$ cat config.mk
export PLATFORM = sky130hd
export DESIGN_NAME = cpu_alu_8bit_with_flags
export DESIGN_NICKNAME = d
export VERILOG_FILES = /design/src/alu8_pkg.sv /design/src/cpu_alu_8bit_with_flags.sv
export SDC_FILE = /design/constraint.sdc
export NUM_CORES = 1
export LEC_CHECK = 0
export BUFFER_PORTS_ARGS = -buffer_cell sky130_fd_sc_hd__buf_2
export CAP_MARGIN = 10
export CORE_MARGIN = 2
export CORE_UTILIZATION = 45
export CTS_BUF_LIST = sky130_fd_sc_hd__clkbuf_16
export CTS_CLUSTER_DIAMETER = 120
export DETAILED_ROUTE_END_ITERATION = 10
export HOLD_SLACK_MARGIN = 0.1
export PLACE_DENSITY_LB_ADDON = 0.15
export SETUP_SLACK_MARGIN = 0.5
export SLEW_MARGIN = 20
export SYNTH_ARGS = -nofsm -noshare
export SYNTH_HDL_FRONTEND = slang
export SYNTH_SLANG_ARGS = --single-unit
$ cat constraint.sdc
create_clock -name clock -period 5.7 [get_ports clock]
set_clock_uncertainty 0.2 [all_clocks]
set_input_delay 0.285 -clock clock [delete_from_list [all_inputs] [get_ports clock]]
set_output_delay 0.285 -clock clock [all_outputs]
set_load 0.01 [all_outputs]
$ cat src/alu8_pkg.sv
`default_nettype none

package alu8_pkg;

   // operation codes
   localparam logic [4:0] ACT_ADD  = 5'd0;
   localparam logic [4:0] ACT_ADC  = 5'd1;
   localparam logic [4:0] ACT_SUB  = 5'd2;
   localparam logic [4:0] ACT_SBC  = 5'd3;
   localparam logic [4:0] ACT_AND  = 5'd4;
   localparam logic [4:0] ACT_OR   = 5'd5;
   localparam logic [4:0] ACT_XOR  = 5'd6;
   localparam logic [4:0] ACT_CP   = 5'd7;
   localparam logic [4:0] ACT_INC  = 5'd8;
   localparam logic [4:0] ACT_DEC  = 5'd9;
   localparam logic [4:0] ACT_SWAP = 5'd10;
   localparam logic [4:0] ACT_DAA  = 5'd11;
   localparam logic [4:0] ACT_CPL  = 5'd12;
   localparam logic [4:0] ACT_CCF  = 5'd13;
   localparam logic [4:0] ACT_SCF  = 5'd14;
   localparam logic [4:0] ACT_RLC  = 5'd15;
   localparam logic [4:0] ACT_RL   = 5'd16;
   localparam logic [4:0] ACT_RRC  = 5'd17;
   localparam logic [4:0] ACT_RR   = 5'd18;
   localparam logic [4:0] ACT_SLA  = 5'd19;
   localparam logic [4:0] ACT_SRA  = 5'd20;
   localparam logic [4:0] ACT_SRL  = 5'd21;
   localparam logic [4:0] ACT_BIT  = 5'd22;
   localparam logic [4:0] ACT_SET  = 5'd23;
   localparam logic [4:0] ACT_RES  = 5'd24;
   localparam logic [4:0] ACT_RLA  = 5'd25;

   // flag bit positions
   localparam int FLAG_Z = 3;
   localparam int FLAG_N = 2;
   localparam int FLAG_H = 1;
   localparam int FLAG_C = 0;

   // decimal adjust constants
   localparam logic [7:0] DAA_HI_ADJ   = 8'h60;
   localparam logic [7:0] DAA_LO_ADJ   = 8'h06;
   localparam logic [7:0] DAA_HI_LIMIT = 8'h99;
   localparam logic [3:0] DAA_LO_LIMIT = 4'h9;

   typedef struct packed {
      logic [4:0] action;
      logic [7:0] accumulator;
      logic [7:0] operand;
      logic [2:0] bit_index;
      logic [3:0] flags_in;
   } req_type;

   typedef struct packed {
      logic [7:0] result;
      logic [3:0] flags_out;
      logic       writes_result;
   } rsp_type;

endpackage

`default_nettype wire

$ cat src/cpu_alu_8bit_with_flags.sv
`default_nettype none

// eight-bit alu with zero, subtract, half-carry and carry flags
//
// request channel: req_valid / req_ready / req_payload carries the operation,
// accumulator, operand, bit index and incoming flags
// response channel: rsp_valid / rsp_ready / rsp_payload carries the 8-bit
// result, the new flags and the write-back strobe
//
// a request is captured in the input register, the alu logic works on it,
// and the answer lands in the output register
// throughput is one request per cycle while the receiver does not stall;
// the alu logic is a single pass between those two registers
//
// reset (synchronous, active high) empties both registers; no request is
// held and rsp_valid is low
// when the receiver stalls, the output register holds its response and the
// input register holds the next one; req_ready drops only when both are full
module cpu_alu_8bit_with_flags (
   input  wire logic             clock,
   input  wire logic             reset,
   input  wire logic             req_valid,
   output      logic             req_ready,
   input  wire alu8_pkg::req_type req_payload,
   output      logic             rsp_valid,
   input  wire logic             rsp_ready,
   output      alu8_pkg::rsp_type rsp_payload
);
   import alu8_pkg::*;

   req_type    in_ff;
   req_type    in_in;
   logic       in_valid_ff;
   logic       in_valid_in;
   rsp_type    out_ff;
   rsp_type    out_in;
   logic       out_valid_ff;
   logic       out_valid_in;
   logic       out_take;

   rsp_type    alu_rsp;
   logic       cin;
   logic       tin;
   logic [8:0] sum9;
   logic [4:0] hsum5;
   logic [8:0] diff9;
   logic [4:0] hdiff5;
   logic [7:0] daa_mid;
   logic [7:0] daa_val;
   logic       daa_hi;
   logic       daa_lo;
   logic       daa_c;
   logic [7:0] rot_src;
   logic [7:0] bit_mask;
   logic [7:0] r;

   // handshake: the output register frees whenever the receiver takes it
   assign out_take  = !out_valid_ff || rsp_ready;
   assign req_ready = !in_valid_ff || out_take;
   assign rsp_valid = out_valid_ff;
   assign rsp_payload = out_ff;

   // shared arithmetic on the captured request
   assign cin    = in_ff.flags_in[FLAG_C];
   assign tin    = (in_ff.action == ACT_ADC || in_ff.action == ACT_SBC) ? cin : 1'b0;
   assign sum9   = {1'b0, in_ff.accumulator} + {1'b0, in_ff.operand} + {8'd0, tin};
   assign hsum5  = {1'b0, in_ff.accumulator[3:0]} + {1'b0, in_ff.operand[3:0]}
                 + {4'd0, tin};
   assign diff9  = {1'b0, in_ff.accumulator} - {1'b0, in_ff.operand} - {8'd0, tin};
   assign hdiff5 = {1'b0, in_ff.accumulator[3:0]} - {1'b0, in_ff.operand[3:0]}
                 - {4'd0, tin};

   // decimal adjust
   always_comb begin
      daa_hi  = cin || (in_ff.accumulator > DAA_HI_LIMIT);
      daa_lo  = in_ff.flags_in[FLAG_H] || (in_ff.accumulator[3:0] > DAA_LO_LIMIT);
      daa_mid = '0;
      daa_val = '0;
      daa_c   = cin;
      if (!in_ff.flags_in[FLAG_N]) begin
         daa_mid = in_ff.accumulator + (daa_hi ? DAA_HI_ADJ : 8'd0);
         daa_val = daa_mid + (daa_lo ? DAA_LO_ADJ : 8'd0);
         daa_c   = daa_hi;
      end else begin
         daa_mid = in_ff.accumulator - (cin ? DAA_HI_ADJ : 8'd0);
         daa_val = daa_mid - (in_ff.flags_in[FLAG_H] ? DAA_LO_ADJ : 8'd0);
      end
   end

   assign rot_src  = (in_ff.action == ACT_RLA) ? in_ff.accumulator : in_ff.operand;
   assign bit_mask = 8'd1 << in_ff.bit_index;

   // operation select
   always_comb begin
      r = in_ff.accumulator;
      alu_rsp.result        = in_ff.accumulator;
      alu_rsp.flags_out     = in_ff.flags_in;
      alu_rsp.writes_result = 1'b1;
      case (in_ff.action)
         ACT_ADD, ACT_ADC: begin
            r = sum9[7:0];
            alu_rsp.result    = r;
            alu_rsp.flags_out = {r == 8'd0, 1'b0, hsum5[4], sum9[8]};
         end
         ACT_SUB, ACT_SBC, ACT_CP: begin
            r = diff9[7:0];
            alu_rsp.flags_out = {r == 8'd0, 1'b1, hdiff5[4], diff9[8]};
            if (in_ff.action == ACT_CP) begin
               alu_rsp.writes_result = 1'b0;
            end else begin
               alu_rsp.result = r;
            end
         end
         ACT_AND: begin
            r = in_ff.accumulator & in_ff.operand;
            alu_rsp.result    = r;
            alu_rsp.flags_out = {r == 8'd0, 1'b0, 1'b1, 1'b0};
         end
         ACT_OR: begin
            r = in_ff.accumulator | in_ff.operand;
            alu_rsp.result    = r;
            alu_rsp.flags_out = {r == 8'd0, 3'b000};
         end
         ACT_XOR: begin
            r = in_ff.accumulator ^ in_ff.operand;
            alu_rsp.result    = r;
            alu_rsp.flags_out = {r == 8'd0, 3'b000};
         end
         ACT_INC: begin
            r = in_ff.operand + 8'd1;
            alu_rsp.result    = r;
            alu_rsp.flags_out = {r == 8'd0, 1'b0, in_ff.operand[3:0] == 4'hF, cin};
         end
         ACT_DEC: begin
            r = in_ff.operand - 8'd1;
            alu_rsp.result    = r;
            alu_rsp.flags_out = {r == 8'd0, 1'b1, in_ff.operand[3:0] == 4'h0, cin};
         end
         ACT_SWAP: begin
            r = {in_ff.operand[3:0], in_ff.operand[7:4]};
            alu_rsp.result    = r;
            alu_rsp.flags_out = {r == 8'd0, 3'b000};
         end
         ACT_DAA: begin
            alu_rsp.result    = daa_val;
            alu_rsp.flags_out = {daa_val == 8'd0, in_ff.flags_in[FLAG_N], 1'b0, daa_c};
         end
         ACT_CPL: begin
            alu_rsp.result    = ~in_ff.accumulator;
            alu_rsp.flags_out = {in_ff.flags_in[FLAG_Z], 1'b1, 1'b1, cin};
         end
         ACT_CCF: begin
            alu_rsp.flags_out     = {in_ff.flags_in[FLAG_Z], 1'b0, 1'b0, !cin};
            alu_rsp.writes_result = 1'b0;
         end
         ACT_SCF: begin
            alu_rsp.flags_out     = {in_ff.flags_in[FLAG_Z], 1'b0, 1'b0, 1'b1};
            alu_rsp.writes_result = 1'b0;
         end
         ACT_RLC: begin
            r = {in_ff.operand[6:0], in_ff.operand[7]};
            alu_rsp.result    = r;
            alu_rsp.flags_out = {r == 8'd0, 2'b00, in_ff.operand[7]};
         end
         ACT_RL: begin
            r = {rot_src[6:0], cin};
            alu_rsp.result    = r;
            alu_rsp.flags_out = {r == 8'd0, 2'b00, rot_src[7]};
         end
         ACT_RLA: begin
            r = {rot_src[6:0], cin};
            alu_rsp.result    = r;
            alu_rsp.flags_out = {3'b000, rot_src[7]};
         end
         ACT_RRC: begin
            r = {in_ff.operand[0], in_ff.operand[7:1]};
            alu_rsp.result    = r;
            alu_rsp.flags_out = {r == 8'd0, 2'b00, in_ff.operand[0]};
         end
         ACT_RR: begin
            r = {cin, in_ff.operand[7:1]};
            alu_rsp.result    = r;
            alu_rsp.flags_out = {r == 8'd0, 2'b00, in_ff.operand[0]};
         end
         ACT_SLA: begin
            r = {in_ff.operand[6:0], 1'b0};
            alu_rsp.result    = r;
            alu_rsp.flags_out = {r == 8'd0, 2'b00, in_ff.operand[7]};
         end
         ACT_SRA: begin
            r = {in_ff.operand[7], in_ff.operand[7:1]};
            alu_rsp.result    = r;
            alu_rsp.flags_out = {r == 8'd0, 2'b00, in_ff.operand[0]};
         end
         ACT_SRL: begin
            r = {1'b0, in_ff.operand[7:1]};
            alu_rsp.result    = r;
            alu_rsp.flags_out = {r == 8'd0, 2'b00, in_ff.operand[0]};
         end
         ACT_BIT: begin
            alu_rsp.flags_out     = {!in_ff.operand[in_ff.bit_index], 1'b0, 1'b1, cin};
            alu_rsp.writes_result = 1'b0;
         end
         ACT_SET: begin
            alu_rsp.result = in_ff.operand | bit_mask;
         end
         ACT_RES: begin
            alu_rsp.result = in_ff.operand & ~bit_mask;
         end
         default: begin
            // unknown operation: no-op, nothing written back
            alu_rsp.writes_result = 1'b0;
         end
      endcase
   end

   // register next values
   always_comb begin
      in_in        = in_ff;
      in_valid_in  = in_valid_ff;
      out_in       = out_ff;
      out_valid_in = out_valid_ff;
      if (out_take) begin
         out_in       = alu_rsp;
         out_valid_in = in_valid_ff;
         in_valid_in  = 1'b0;
      end
      if (req_valid && req_ready) begin
         in_in       = req_payload;
         in_valid_in = 1'b1;
      end
   end

   // pipeline registers
   always_ff @(posedge clock) begin
      in_ff  <= in_in;
      out_ff <= out_in;
      if (reset) begin
         in_valid_ff  <= 1'b0;
         out_valid_ff <= 1'b0;
      end else begin
         in_valid_ff  <= in_valid_in;
         out_valid_ff <= out_valid_in;
      end
   end

endmodule

`default_nettype wire

==> results.toml, run 1 <==
[run_status]
status = "completed"

[routing]
avgViaCountPerCell = 6.48
drt_pass1_iterations = 8
drt-total-wl_mm = 19.5
drc_errors = 0
routedWlPerCell_um = 23.9
ant_nets = 0
num_vias = 5297
drtIter0Drc = 730

[sta]
finalHoldViolCount = 0
finalMaxSlewViolations = 0
finalCriticalPeriod_ns = 4.43
setup_violations = 0
post-route-period-util_pct = 77.7
finalSetupTns_ns = 0
slew_headroom_pct = 44.6
max_freq_mhz = 226
tightest_slew_ns = 0.830
rsz0062_at_grt = "false"
hold_ws_ns = 0.143

[clocking]
clk_pin_slew_ns = 0.06
cts_tree = "yes"
numCtsBuffers = 5
cts_max_level = 2
cts_sinks = 43
clockRootBuffer = "clkbuf_16"
cts_resized = 0
clk_latency_ns = 0.31
cts_buffer_depth = 2

[floorplan]
fp.dieW_um = 111
dieHeight_um = 111
fp.dieArea_um2 = 12200
rows = 38
core_um2 = 11000
io_pins = 47
initial_utilization_pct = 46.5

[setup_path]
slowest_delay_ns = 0.71
worst-endpoint-required_ns = 5.54
crit_arrival_ns = 4.27
crit_type = "flip-flop to flip-flop"
start_kind = "flip-flop"
path_delay_family = "simple AND/OR/NAND/NOR gates"
rr_worst_depth = 13
r2r-start = "in_ff[26]"
crit_start = "in_ff[26]"
cp_num_buf_inv = 1
crit_slowest_cell = "edfxtp_1"
path_cells = "nor3_1, nand3_1, inv_1, fa_1, ha_1, or2_2, fa_1, o21ai_0, nor2b_1, xnor2_1, nor3_1, a32oi_1, a31oi_1"
crit_cells = 13
end_kind = "flip-flop"
worstPathMaxFanout = 28

[global_routing]
grt_pass1_vias = 5077
overflow = 0
antenna_found_initial = 0
grt_max_degree = 35
gr-usage-all-layers_pct = 31.8
grt_pass1_wl_mm = 30.2

[final_layout]
fin_nets = 764
utilization_pct = 53.7
diodes = 0
drive_gt1_share_pct = 12.0
area_growth_pct = 15.5

[power]
leakagePower_nw = 2.38
power.density_nw_per_um2 = 206
vdd_drop_max_v = 0.000200

[logic_synthesis]
yosys-top-cells-area = "edfxtp_1 (24%), ha_1 (12%), nor2_1 (5.1%)"
synth-edff-count = 41
ys_seq_area_share_pct = 24.9
yosys-top-cells-count = "nor2_1 (69), nand2_1 (52), ha_1 (51)"
ys.flop_type = "edfxtp_1"
yosysTopAreaCell = "edfxtp_1"
ys_types = 76
synth-seq-cells = 43
synth_top_area_share_pct = 24.1
yosys_warnings = 0
synthArstFlopShare_pct = 0
syn_area_um2 = 5110
yosysMostFrequentCell = "nor2_1"
syn_inst = 619
syn_avg_cell_area_um2 = 8.26
synth.net_count = 707

[min_path]
worstHoldStart = "rsp_ready"
worstHoldPathType = "input pin to flip-flop"
hold_path_depth = 4

[placed_design]
dp_hpwl_mm = 14.6
port_buffers = 46
place_congestion = 1.02

[flow_run]
maxCapViolCount = 0
==> worst min-delay path, stage by stage <==
cell and delay [ns]:
buf_2 0.07, nor2b_1 0.06, a21oi_1 0.14, nor2_1 0.04
==> cells by family (layout without fill, tap and decap cells) <==
| group | Yosys count | count (layout) | share of synthesized area, % |
|---|---|---|---|
| compound gates | 159 | 159 | 21.9 |
| xor+xnor | 32 | 32 | 5.48 |
| fa+ha+maj | 56 | 56 | 14.4 |
| buf+inv | 77 | 135 | 6.76 |
| flops | 43 | 43 | 24.9 |
| mux | 11 | 11 | 2.64 |
| simple gates | 241 | 241 | 23.9 |
==> worst paths after layout <==
path | to | slack [ns]
worst max register to register | rsp_payload[4] | 1.27
worst min register to register | in_valid_ff | 0.31
worst max-delay path | rsp_payload[4] | 1.27
worst min-delay path | in_valid_ff | 0.14
==> through the flow <==
stage / std cells / setup slack, ns / total power, mW / cell area (µm²)
final: 817 / 1.27 / 1.22 / 5900
after global routing: 817 / 0.948 / 1.27 / 5900
after CTS: 817 / 1.31 / 1.21 / 5900
after detailed placement: 778 / 1.34 / 0.803 / 5400
after global placement: 778 / 1.45 / 0.800 / 5400
after floorplan: 619 / 1.77 / 0.679 / 5110
==> cell usage in the layout (no fill, tap or decap), drive strengths merged, types with 5 or more instances in the layout <==
cell type    synthesis  layout
a211oi               5       5
a21o                 6       6
a21oi               33      33
a221oi              12      12
a22oi                8       8
a31oi                5       5
and3                 7       7
buf                 22      57
clkbuf              16       5
dlygate4sd3          0      31
edfxtp              41      41
fa                   5       5
ha                  51      51
inv                 39      39
mux2i                9       9
nand2               53      53
nand3               25      25
nand4               14      14
nor2                71      71
nor2b                6       6
nor3                17      17
nor3b                7       7
nor4                 9       9
o211ai               7       7
o21ai               25      25
o22ai               11      11
xnor2               21      21
xor2                11      11
==> report_power, final <==
part / internal [mW] / switching, mW / total [mW]
registers: 0.381 / 0.0428 / 0.424
logic: 0.164 / 0.238 / 0.402
clock network: 0.251 / 0.138 / 0.390
==> metal layers <==
layer | wire (µm) | track usage, % | vias up
met1 | 8140 | 43.6 | 2495
met4 | 662 | 9.25 | 0
met3 | 2190 | 8.34 | 49
li1 | - | - | 2421
met2 | 8530 | 49.5 | 332
met5 | 0 | 0 | -
==> cell type report <==
class	count	area, µm²
Clock buffer	5	125
Multi-Input combinational cell	499	3490
Timing Repair Buffer	88	623
Clock inverter	3	67.6
Fill cell	1036	5080
Sequential cell	43	1270
Tap cell	140	175
Inverter	39	146
==> sequential cells by signal, summed over array words and instances (netlist names) <==
name and cells:
cin 1, in_ff 27, in_valid_ff 1, rsp_payload 13, rsp_valid 1
==> what timing repair did <==
item,4_1_cts,5_1_grt
hold buffers,31,0
endpoints found under the hold margin,30,0
setup buffers,0,0
No activity file was read; power rests on OpenSTA's default activity.
==> inputs of run 2 (changes only) <==
- ABC_AREA: unset -> 1
- clock period: 5.7 -> 4.55 ns (I/O delays scaled with it)
==> run 2 against run 1 <==
  * First-iteration DRC count up 13%
  * Register-to-register slack worse by 0.46 ns
  * Core utilization up 1.0 points
  * Cell count up 28%
==> results.toml, run 2 <==
[setup_path]
worstPathMaxFanout = 8
path_cells = "inv_1, o21ai_0, a21oi_1, inv_1, ha_1, inv_1, fa_1, inv_1, nand2_1, nor2_1, nand2_1, nand2_1, nand2_1, nand3_1, nand2_1, nand2_1, nand4_1, nor2_1, nand3_1"
end_kind = "flip-flop"
slowest_delay_ns = 0.60
crit_type = "flip-flop to flip-flop"
start_kind = "flip-flop"
crit_arrival_ns = 3.58
reg2reg_setup_slack_ns = 0.81
crit_top_cell = "nand2_1"
r2r-start = "in_ff[17]"
cp_num_buf_inv = 4
r2r_end = "rsp_payload[12]"
path_delay_family = "simple AND/OR/NAND/NOR gates"
rr_worst_depth = 19
worst-endpoint-required_ns = 4.39
crit_slowest_cell = "edfxtp_1"

[power]
power.density_nw_per_um2 = 232
comb_power_share_pct = 38.8
vdd_drop_max_v = 0.000217
sequentialPowerShare_pct = 35.3
internal-power_uw = 885
clockPowerShare_pct = 26.0
leakagePower_nw = 3.02
totalPowerFinal_mw = 1.47
swShare_pct = 39.7
netSwitchingPower_uw = 583

[final_layout]
largest_reg_flops = 27
fillCellCount = 1157
layout_common_cells = "nand2_1 (216), inv_1 (92), nor2_1 (90), nand3_1 (84), ha_1 (51)"
final_common_cell = "nand2_1"
drive_gt1_share_pct = 14.7
largest_register = "in_ff"
area_growth_pct = 17.4
fin_nets = 991
utilization_pct = 54.8
diodes = 0

[floorplan]
fp.dieW_um = 113
core_um2 = 11600
initial_utilization_pct = 46.7
rows = 39
fp.dieArea_um2 = 12900
dieHeight_um = 113
io_pins = 47

[min_path]
worstHoldStart = "in_valid_ff"
hold_path_end = "rsp_valid"
hold_path_depth = 2
worstHoldPathType = "flip-flop to flip-flop"

[routing]
avgViaCountPerCell = 5.97
ant_nets = 0
drt-total-wl_mm = 21.8
drc_errors = 0
num_vias = 6254
wl_met3_mm = 2.17
met2WireLength_mm = 9.39
routedWlPerCell_um = 20.8
drt_pass1_iterations = 6
drtIter0Drc = 828
highest_layer = "met5"
met1_length_mm = 8.97

[global_routing]
grt_max_degree = 29
grt_pass1_wl_mm = 33.5
overflow = 0
antenna_found_initial = 1
gr-usage-all-layers_pct = 34.7
grt_pass1_vias = 5932

[logic_synthesis]
synthArstFlopShare_pct = 0
syn_area_um2 = 5400
yosys-top-cells-area = "edfxtp_1 (23%), nand2_1 (15%), ha_1 (12%)"
ys_seq_area_share_pct = 23.6
yosysTopAreaCell = "edfxtp_1"
syn_inst = 816
syn_avg_cell_area_um2 = 6.61
yosys-top-cells-count = "nand2_1 (216), inv_1 (92), nor2_1 (90)"
yosysMostFrequentCell = "nand2_1"
ys_types = 49
synth-edff-count = 41
ys.flop_type = "edfxtp_1"
synth-seq-cells = 43
synth_top_area_share_pct = 22.8
yosys_warnings = 0
synth.net_count = 904

[sta]
tightest_slew_ns = 0.741
setup_violations = 0
finalCriticalPeriod_ns = 3.74
post-route-period-util_pct = 82.2
setup_slack_ns = 0.812
finalSetupTns_ns = 0
rsz0062_at_grt = "false"
max_freq_mhz = 268
slew_headroom_pct = 50.2
finalHoldViolCount = 0
finalMaxSlewViolations = 0
hold_ws_ns = 0.250

[clocking]
clockRootBuffer = "clkbuf_16"
cts_max_level = 2
numCtsBuffers = 5
cts_tree = "yes"
cts_buffer_depth = 2
clk_pin_slew_ns = 0.07
cts_sinks = 43
clk_latency_ns = 0.31

[placed_design]
dp_hpwl_mm = 16.6
place_congestion = 1.04
port_buffers = 46
pre_cts_ws_ns = 0.568

[flow_run]
maxCapViolCount = 0

[run_status]
status = "completed"
run 2: cell count changes in the layout (fill, tap and decap cells not counted), sizes merged, moves of 8 or more:
cell,before,now
a21oi,33,25
a221oi,12,1
inv,39,109
mux2i,9,0
nand2,53,225
nand3,25,87
nand4,14,25
nor2,71,108
o21ai,25,38
o22ai,11,22
xnor2,21,2
run 2: cells by family (layout without fill, tap and decap cells):
family,Yosys count,in the layout,share of synthesized area (%)
AND/OR/NAND/NOR,471,471,39.8
flip-flops,43,43,23.6
buffers and inverters,128,216,9.32
adder cells (fa/ha/maj),56,56,13.7
XOR/XNOR,10,10,1.62
AO/OA/AOI/OAI,108,108,12.0
run 2: through the flow:
step,instances,cell area (µm²)
2_1_floorplan,816,5400
3_3_place_gp,1005,5830
3_5_place_dp,1005,5830
4_1_cts,1043,6280
5_1_grt,1047,6340
6_report,1047,6340
run 2: cell type report:
cell class,instances,area [µm²],area share (%)
clock buffer,5,125,1.97
clock inverter,3,25.0,0.395
inverter,115,437,6.89
multi-input combinational,645,3640,57.5
sequential,43,1270,20.1
tap,143,179,2.82
timing repair buffer,93,658,10.4
run 2: routing by layer:
layer	vias to the layer above	track usage [%]
met1	2889	46.2
met4	2	18.1
met3	92	6.85
li1	2903	-
met2	368	53.5
met5	-	0
run 2: repair_timing:
| action | in CTS | in global routing |
|---|---|---|
| buffers inserted | 0 | 4 |
| hold buffers | 30 | 0 |
| setup endpoints to repair | 0 | 5 |
| gates resized for setup | 0 | 4 |
| endpoints found under the hold margin | 30 | 0 |
run 2: worst max-delay path by stage:
stage              start         endpoint  cells after the start
2_1_floorplan  in_ff[25]   rsp_payload[7]                     16
3_3_place_gp   in_ff[25]   rsp_payload[7]                     16
3_5_place_dp   in_ff[25]   rsp_payload[7]                     16
4_1_cts              cin   rsp_payload[7]                     15
5_1_grt        in_ff[25]   rsp_payload[7]                     16
6_report       in_ff[17]  rsp_payload[12]                     19
run 2: power by group through the flow:
stage                     sequential (mW)  combinational (mW)  clock, mW
after floorplan                     0.526               0.342          0
after global placement              0.523               0.523          0
after detailed placement            0.525               0.525          0
after CTS                           0.516               0.549      0.387
after global routing                0.521               0.626      0.404
final                               0.518               0.569      0.381
run 2: worst register-to-register path, stage by stage (launching register included):
cell and delay (ns):
edfxtp_1 0.60, inv_1 0.31, o21ai_0 0.20, a21oi_1 0.15
inv_1 0.11, ha_1 0.19, inv_1 0.06, fa_1 0.38
inv_1 0.06, nand2_1 0.08, nor2_1 0.15, nand2_1 0.09
nand2_1 0.07, nand2_1 0.05, nand3_1 0.08, nand2_1 0.09
nand2_1 0.11, nand4_1 0.08, nor2_1 0.27, nand3_1 0.13
==> inputs of run 3 (changes only) <==
- clock period: 4.55 -> 3.8 ns (I/O delays scaled with it)
==> run 3 against run 2 <==
  * Final area increased by 4.7%
  * Cell count increased by 2.4%
  * First-iteration DRC count decreased by 9.5%
  * Clock power increased by 20%
  * Routed wire length increased by 5.6%
  * Total power increased by 25%
  * Flip-flop and latch count unchanged
  * Largest cell class unchanged
==> results.toml, run 3 (synthesis gave the netlist of run 2 again) <==
[final_layout]
fin_nets = 1016
layout_common_cells = "nand2_1 (214), inv_1 (88), nor2_1 (86), nand3_1 (82), ha_1 (49)"
final_common_cell = "nand2_1"
largest_reg_flops = 27
diodes = 0
multiInputGateArea_um2 = 3750
drive_gt1_share_pct = 19.7
largest_register = "in_ff"
area_growth_pct = 23.0
fillCellCount = 1080
seqCellArea_um2 = 1270
fin_area_um2 = 6640

[placed_design]
dp_hpwl_mm = 17.7
port_buffers = 46
pre_cts_ws_ns = 0.196
placed_area_um2 = 5970
place_congestion = 1.04

[flow_run]
maxCapViolCount = 0

[routing]
drtIter0Drc = 749
drt_pass1_iterations = 8
avgViaCountPerCell = 5.99
routedWlPerCell_um = 21.4
num_vias = 6420
drt-total-wl_mm = 23.0
ant_nets = 0
drc_errors = 0

[floorplan]
fp.dieW_um = 113
rows = 39
io_pins = 47
initial_utilization_pct = 46.7
fp.dieArea_um2 = 12900
core_um2 = 11600
dieHeight_um = 113

[power]
vdd_drop_max_v = 0.000261
power.density_nw_per_um2 = 276
leakagePower_nw = 3.14

[sta]
max_freq_mhz = 292
finalMaxSlewViolations = 0
slew_headroom_pct = 47.9
setup_violations = 0
tightest_slew_ns = 0.780
finalHoldViolCount = 0
rsz0062_at_grt = "true"
finalCriticalPeriod_ns = 3.42
post-route-period-util_pct = 90.1
finalSetupTns_ns = 0
setup_slack_ns = 0.376

[setup_path]
crit_arrival_ns = 3.27
end_kind = "flip-flop"
slowest_delay_ns = 0.58
crit_type = "flip-flop to flip-flop"
path_cells = "nor2_4, inv_2, nor4_4, fa_2, ha_4, nor2_4, inv_2, fa_2, nand3_2, nand2_2, nand4_1, o211ai_1, or2_4, nand3_2, nand4_1"
worstPathMaxFanout = 4
crit_slowest_cell = "fa_2"
start_kind = "flip-flop"
path_delay_family = "simple AND/OR/NAND/NOR gates"
cp_num_buf_inv = 2
worst-endpoint-required_ns = 3.65

[global_routing]
grt_pass1_vias = 6110
overflow = 0
gr-usage-all-layers_pct = 35.9
antenna_found_initial = 0
grt_max_degree = 29
grt_pass1_wl_mm = 34.6

[clocking]
clk_pin_slew_ns = 0.07
cts_buffer_depth = 2
cts_max_level = 2
clockRootBuffer = "clkbuf_16"
clk_latency_ns = 0.31
cts_tree = "yes"
numCtsBuffers = 5
cts_sinks = 43

[run_status]
status = "completed"

[min_path]
worstHoldPathType = "flip-flop to flip-flop"
-- run 3: cell types whose count changed in the layout (fill, tap and decap cells not counted), moves of 3 or more --
| cell | delta |
|---|---|
| nor2_2 | +3 |
| nor2_1 | -4 |
| inv_2 | +4 |
| fa_1 | -4 |
| buf_4 | +23 |
| fa_2 | +4 |
| a21oi_2 | +3 |
| a21oi_1 | -3 |
| inv_1 | -4 |
-- run 3: layout make-up --
| class | count | area share, % |
|---|---|---|
| Inverter | 115 | 6.58 |
| Multi-Input combinational cell | 645 | 56.5 |
| Tap cell | 143 | 2.70 |
| Clock inverter | 3 | 0.377 |
| Timing Repair Buffer | 118 | 12.8 |
| Clock buffer | 5 | 1.89 |
| Sequential cell | 43 | 19.2 |
-- run 3: timing repair --
item / 4_1_cts / 5_1_grt
hold buffers: 31 / 0
pin swaps: 12 / 24
buffers inserted: 8 / 5
resized for setup: 10 / 22
endpoints found under the setup margin: 9 / 10
endpoints found under the hold margin: 30 / 0
-- run 3: power by group --
group          internal, mW  switching, mW
Clock                 0.246          0.210
Combinational         0.275          0.491
Sequential            0.577         0.0320
Total                  1.10          0.733
-- run 3: worst min-delay path, stage by stage, from the launching register on --
cell     delay [ns]
dfxtp_1        0.31
inv_1          0.05
a21oi_1        0.05
-- run 3: path summary, 6_finish.rpt --
kind,start,endpoint,slack (ns),depth (start not counted)
worst max-delay path,in_ff[26],rsp_payload[1],0.38,15
worst max register to register,in_ff[26],rsp_payload[1],0.38,15
worst min-delay path,in_valid_ff,rsp_valid,0.25,2
worst min register to register,in_valid_ff,rsp_valid,0.25,2
-- run 3: metal layers --
metal	part of all wire (%)	track usage (%)	wire [µm]
met3	11	7.07	2500
met1	40	47.8	9280
met2	43	54.5	9770
met4	6.2	20.6	1440
met5	0	0.784	0
-- run 3: stage by stage --
step	util, %	hold WS, ns	std cells	total power, mW
2_1_floorplan	-	0.0591	816	1.04
3_3_place_gp	51.6	0.161	1020	1.28
3_5_place_dp	51.6	0.167	1020	1.28
4_1_cts	56.4	0.252	1067	1.79
5_1_grt	57.4	0.293	1072	1.92
6_report	57.4	0.248	1072	1.83
